$ cat src/sv/sddbr_ram.sv
// Generic single-port synchronous RAM with registered read.
module sddbr_ram #(
  parameter int WIDTH = 8,
  parameter int DEPTH = 256
) (
  input  logic                     clk,
  input  logic                     we,
  input  logic [$clog2(DEPTH)-1:0] addr,
  input  logic [WIDTH-1:0]         wdata,
  output logic [WIDTH-1:0]         rdata
);
  logic [WIDTH-1:0] mem [DEPTH];
  always_ff @(posedge clk) begin
    if (we) begin
      mem[addr] <= wdata;
    end
    rdata <= mem[addr];
  end
endmodule

$ cat config.mk
export PLATFORM = sky130hd
export DESIGN_NAME = sddbr_ram
export DESIGN_NICKNAME = d
export VERILOG_FILES = /design/src/sv/sddbr_ram.sv
export SDC_FILE = /design/constraint.sdc
export NUM_CORES = 2
export LEC_CHECK = 0
export ABC_AREA = 0
export ABC_CLOCK_PERIOD_IN_PS = 3300
export BUFFER_PORTS_ARGS = -buffer_cell sky130_fd_sc_hd__buf_2
export CORE_MARGIN = 8
export CORE_UTILIZATION = 45
export DETAILED_ROUTE_END_ITERATION = 7
export PLACE_DENSITY = 0.65
export SETUP_SLACK_MARGIN = 0.3
export SYNTH_ARGS = -nofsm -noshare
export SYNTH_HDL_FRONTEND = slang
export SYNTH_SLANG_ARGS = --single-unit
$ cat constraint.sdc
create_clock -name clk -period 3.3 [get_ports clk]
set_input_delay 0 -clock clk [delete_from_list [all_inputs] [get_ports clk]]
set_output_delay 0 -clock clk [all_outputs]
set_load 0.1 [all_outputs]
# After elaboration in Yosys (flattened, before gate mapping)
# Memory sizes are Yosys's and may differ from the RTL's. A register that Yosys moved wholly into a read port is not among the register bits.
# Index checks and enable logic that the tools add are counted.
# op_classes
muxes,2
# op_table
cell,count
$mux W1,2
# totals
in_bits,18
ff_bits,0
mem_bits_rw,2048
output_inout_bits,8
word_cells,3
mem_count,1
# memory_table
memory,depth,word_bits,read_ports,rd_clocked_by_memory_dff,wr,line,source
mem,256,8,1,1,1,12,logic [WIDTH-1:0] mem [DEPTH];

# Logic depth before layout (Yosys ltp)
# depth
depth_word,2
ltp_mapped,10

# Worst setup path after synthesis
# No wires, ideal clock.
# synth_timing
path_kind,in2reg
start,input addr[1]
end,memory mem[111][0] (enable)
required_ps,2930
n_path_buf,5
path_stages,9
arrival_ps,1849
path_slack_ps,1081
path_cell_list,buf_2 -> clkbuf_1 -> clkbuf_1 -> nand2_1 -> buf_2 -> nor2_1 -> nand2_1 -> clkbuf_1 -> nor2_1
# synth_rtl
element,line,source
start: declaration,8,"input logic [$clog2(DEPTH)-1:0] addr,"
end: declaration,12,
# Straight into the memory's write port.

==> summary.txt <==
Power and ir drop
  – Power Internal: 42.8 mW
  – Static leakage: 28.6 nW
  – Reg power frac: 53.1%
  – Psw: 11.5 mW
  – Power per cell area: 594 nW/um^2
  – Switching share of power: 21.2%
  – Power share of the clock group: 42.0%
  – Peak supply drop: 0.000502 V
  – Combinational power share: 4.9%

Floorplanning
  – # rows: 153
  – DIE AREA: 188,000 um^2
  – Core Box Area: 174,000 um^2
  – Die Wd: 434 um
  – Die height: 434 um
  – Initial Util: 45.2%
  – # IOs: 26

Finish
  – Fin nets: 4,027
  – Layout area overhead: 16.3%
  – Share of cells above drive strength 1: 31.2%
  – Final core utilization: 52.6%
  – Post-route insts no fill: 6,505

Yosys
  – Largest cells by area after synthesis: edfxtp_1 78%, mux4_2 15%, a22oi_1 2.4%
  – Syn_nets: 3,565
  – Share of Yosys cell area claimed by the top area cell type: 78.3%
  – Number of synthesized register bits: 2,056
  – Post-synth top area cell: edfxtp_1
  – Ys Warns: 0
  – Synthesized area: 78,500 um^2
  – Mapped Cells: 3,547
  – Mean Syn Cell Area: 22.1 um^2
  – Seq/Total Area, Yosys: 78.6%
  – Synth cell types: 22

CTS
  – Clock root buffer: clkbuf_16
  – Clock slew at reported path FFs: 60 ps
  – Clock Latency Late Sink: 840 ps
  – CTS Hold Bufs: 13
  – Post-cts resize count: 0
  – H-tree level count: 4
  – CTS max path bufs: 3
  – CTS tree: yes
  – CTS Buf Count: 197
  – Clock Sinks: 2,056
  – Post CTS Setup Buffer Count: 0

Route
  – Final wirelength: 189 mm
  – Vias per cell: 5.92
  – DRC Markers: 0
  – Initial drt markers: 4,035
  – Wirelength per Cell: 29.0 um
  – DRT Pass-1 Iters: 7
  – Post-route ant nets: 0
  – Routed vias: 38,500

Outcome
  – Status: finished clean

Global routing
  – Initial antenna violation count: 2
  – Global-route wire length before repair: 275 mm
  – GRT Total Usage: 19.9%
  – Vias in the first global route: 39,000
  – Largest net degree at the start of global routing: 150
  – Total global routing overflow: 0

Place
  – Placer congestion estimate: 0.819
  – Final HPWL DP: 118 mm
  – Placed cells: 6,122
  – I/O Buffers: 25

Run
  – Max-cap violations: 0

Timing
  – Clock Skews: 50.1 ps
  – Final period util: 87.9%
  – RSZ-0062 raised after global routing: false
  – Final setup viols: 0
  – Fin crit period: 2900 ps
  – Endpoints failing hold: 0
  – Max_slew headroom: 25.4%
  – Final Max Tran Viols: 0
  – F_max: 0.345 GHz
  – Tightest Pin Transition: 1100 ps

Setup path
  – Crit Reg-Reg Startpoint: mem[107][0]$_DFFE_PP_
  – Kind of critical path: reg -> reg
  – FF-to-FF setup slack: 400 ps
  – Critical path origin: mem[107][0]$_DFFE_PP_
  – Worst setup EP type: flop
  – CP max FO: 1
  – CP Data Required Time: 3950 ps
  – Startpoint types: flop
  – Crit path DAT: 3550 ps

Min path
  – Hold path startpoint: addr[4]
  – Worst Hold Class: in -> reg
state kept, by name, summed over array words and instances, names as in the netlist:
name	count
mem	2048
rdata	8
final cells by class:
class | instances | area (um^2)
Fill cell | 13200 | 82300
Sequential cell | 2056 | 61700
Multi-Input combinational cell | 1258 | 15800
Clock buffer | 237 | 5180
Timing Repair Buffer | 495 | 4390
Tap cell | 2325 | 2910
Clock inverter | 131 | 1370
Antenna cell | 2 | 5.00
Inverter | 1 | 3.75
worst paths after layout:
kind,end,cells after the start
hold / removal,mem[152][6]$_DFFE_PP_,5
setup reg to reg,rdata[0]$_DFF_P_,6
hold reg to reg,rdata[4]$_DFF_P_,5
setup / recovery,rdata[0]$_DFF_P_,6
layout by cell type (no fill, tap or decap), types with 2 or more instances in the layout:
master	Yosys	routed
o41ai_2	0	3
nand4_1	8	8
clkinv_2	0	47
clkbuf_8	0	4
nand2_1	28	27
buf_8	0	10
clkinv_8	0	2
nor3_1	30	30
bufinv_16	0	23
nor2b_4	0	2
nor2b_1	7	5
o41ai_1	32	29
clkinvlp_4	0	11
clkbuf_16	0	200
buf_2	36	15
clkinv_16	0	2
buf_4	16	409
nand2b_1	6	6
a21oi_1	128	128
inv_16	0	4
clkbuf_1	145	33
mux4_2	512	512
nand3_1	13	12
inv_6	0	5
diode_2	0	2
dfxtp_1	8	8
a22oi_1	256	256
buf_12	0	48
nor2_1	232	231
clkinv_1	0	36
edfxtp_1	2048	2048
or2_2	2	2
dlygate4sd3_1	0	13
and2_1	3	2
cell families (layout without fill, tap and decap cells):
| kind of cell | after synthesis | count (layout) | synth area share (%) |
|---|---|---|---|
| simple gates | 330 | 330 | 1.73 |
| flops | 2056 | 2056 | 78.6 |
| mux | 512 | 512 | 14.7 |
| other cells | 0 | 2 | 0 |
| buf+inv | 233 | 864 | 1.40 |
| compound gates | 416 | 416 | 3.62 |
per-layer routing:
layer  vias up  track usage [%]  wire, um
met5         -                0         0
met4         0             5.47      4650
met3       245             3.72     14300
met2      1577             32.4     92800
met1     20700             27.9     77200
li1      16000                -         -
cell usage after synthesis:
library cell / count
and2_1: 3
buf_2: 36
nand2b_1: 6
buf_6: 16
dfxtp_1: 8
or3_1: 1
inv_1: 1
buf_4: 16
buf_1: 19
nand4_1: 8
nor3_1: 30
o41ai_1: 32
clkbuf_1: 145
nand2_1: 28
nor2b_1: 7
nor2_1: 232
a21oi_1: 128
nand3_1: 13
or2_2: 2
a22oi_1: 256
edfxtp_1: 2048
mux4_2: 512
stage by stage:
step | power [mW] | TNS (ps) | hold WS, ps | setup slack, ps | cell area, um^2
2_1_floorplan | 30.8 | 0 | 98.9 | 1080 | 78500
3_3_place_gp | 32.0 | -145 | 470 | -145 | 84600
3_5_place_dp | 32.0 | -121 | 483 | -121 | 84600
4_1_cts | 54.6 | 0 | 19.9 | 366 | 91300
5_1_grt | 55.7 | 0 | 99.0 | 364 | 91300
6_report | 54.3 | 0 | 114 | 400 | 91300
worst max-delay path, stage by stage (launching register included):
cell and delay, ps:
edfxtp_1 350, mux4_2 490, a22oi_1 280, a21oi_1 260
o41ai_1 950, buf_4 280, nand4_1 120
power groups by stage:
stage	registers (mW)	logic, mW	clock network, mW
2_1_floorplan	29.5	1.28	0
3_3_place_gp	29.4	2.63	0
3_5_place_dp	29.4	2.67	0
4_1_cts	28.8	2.69	23.1
5_1_grt	28.8	2.79	24.1
6_report	28.8	2.66	22.8
(Power assumes the default switching activity.)
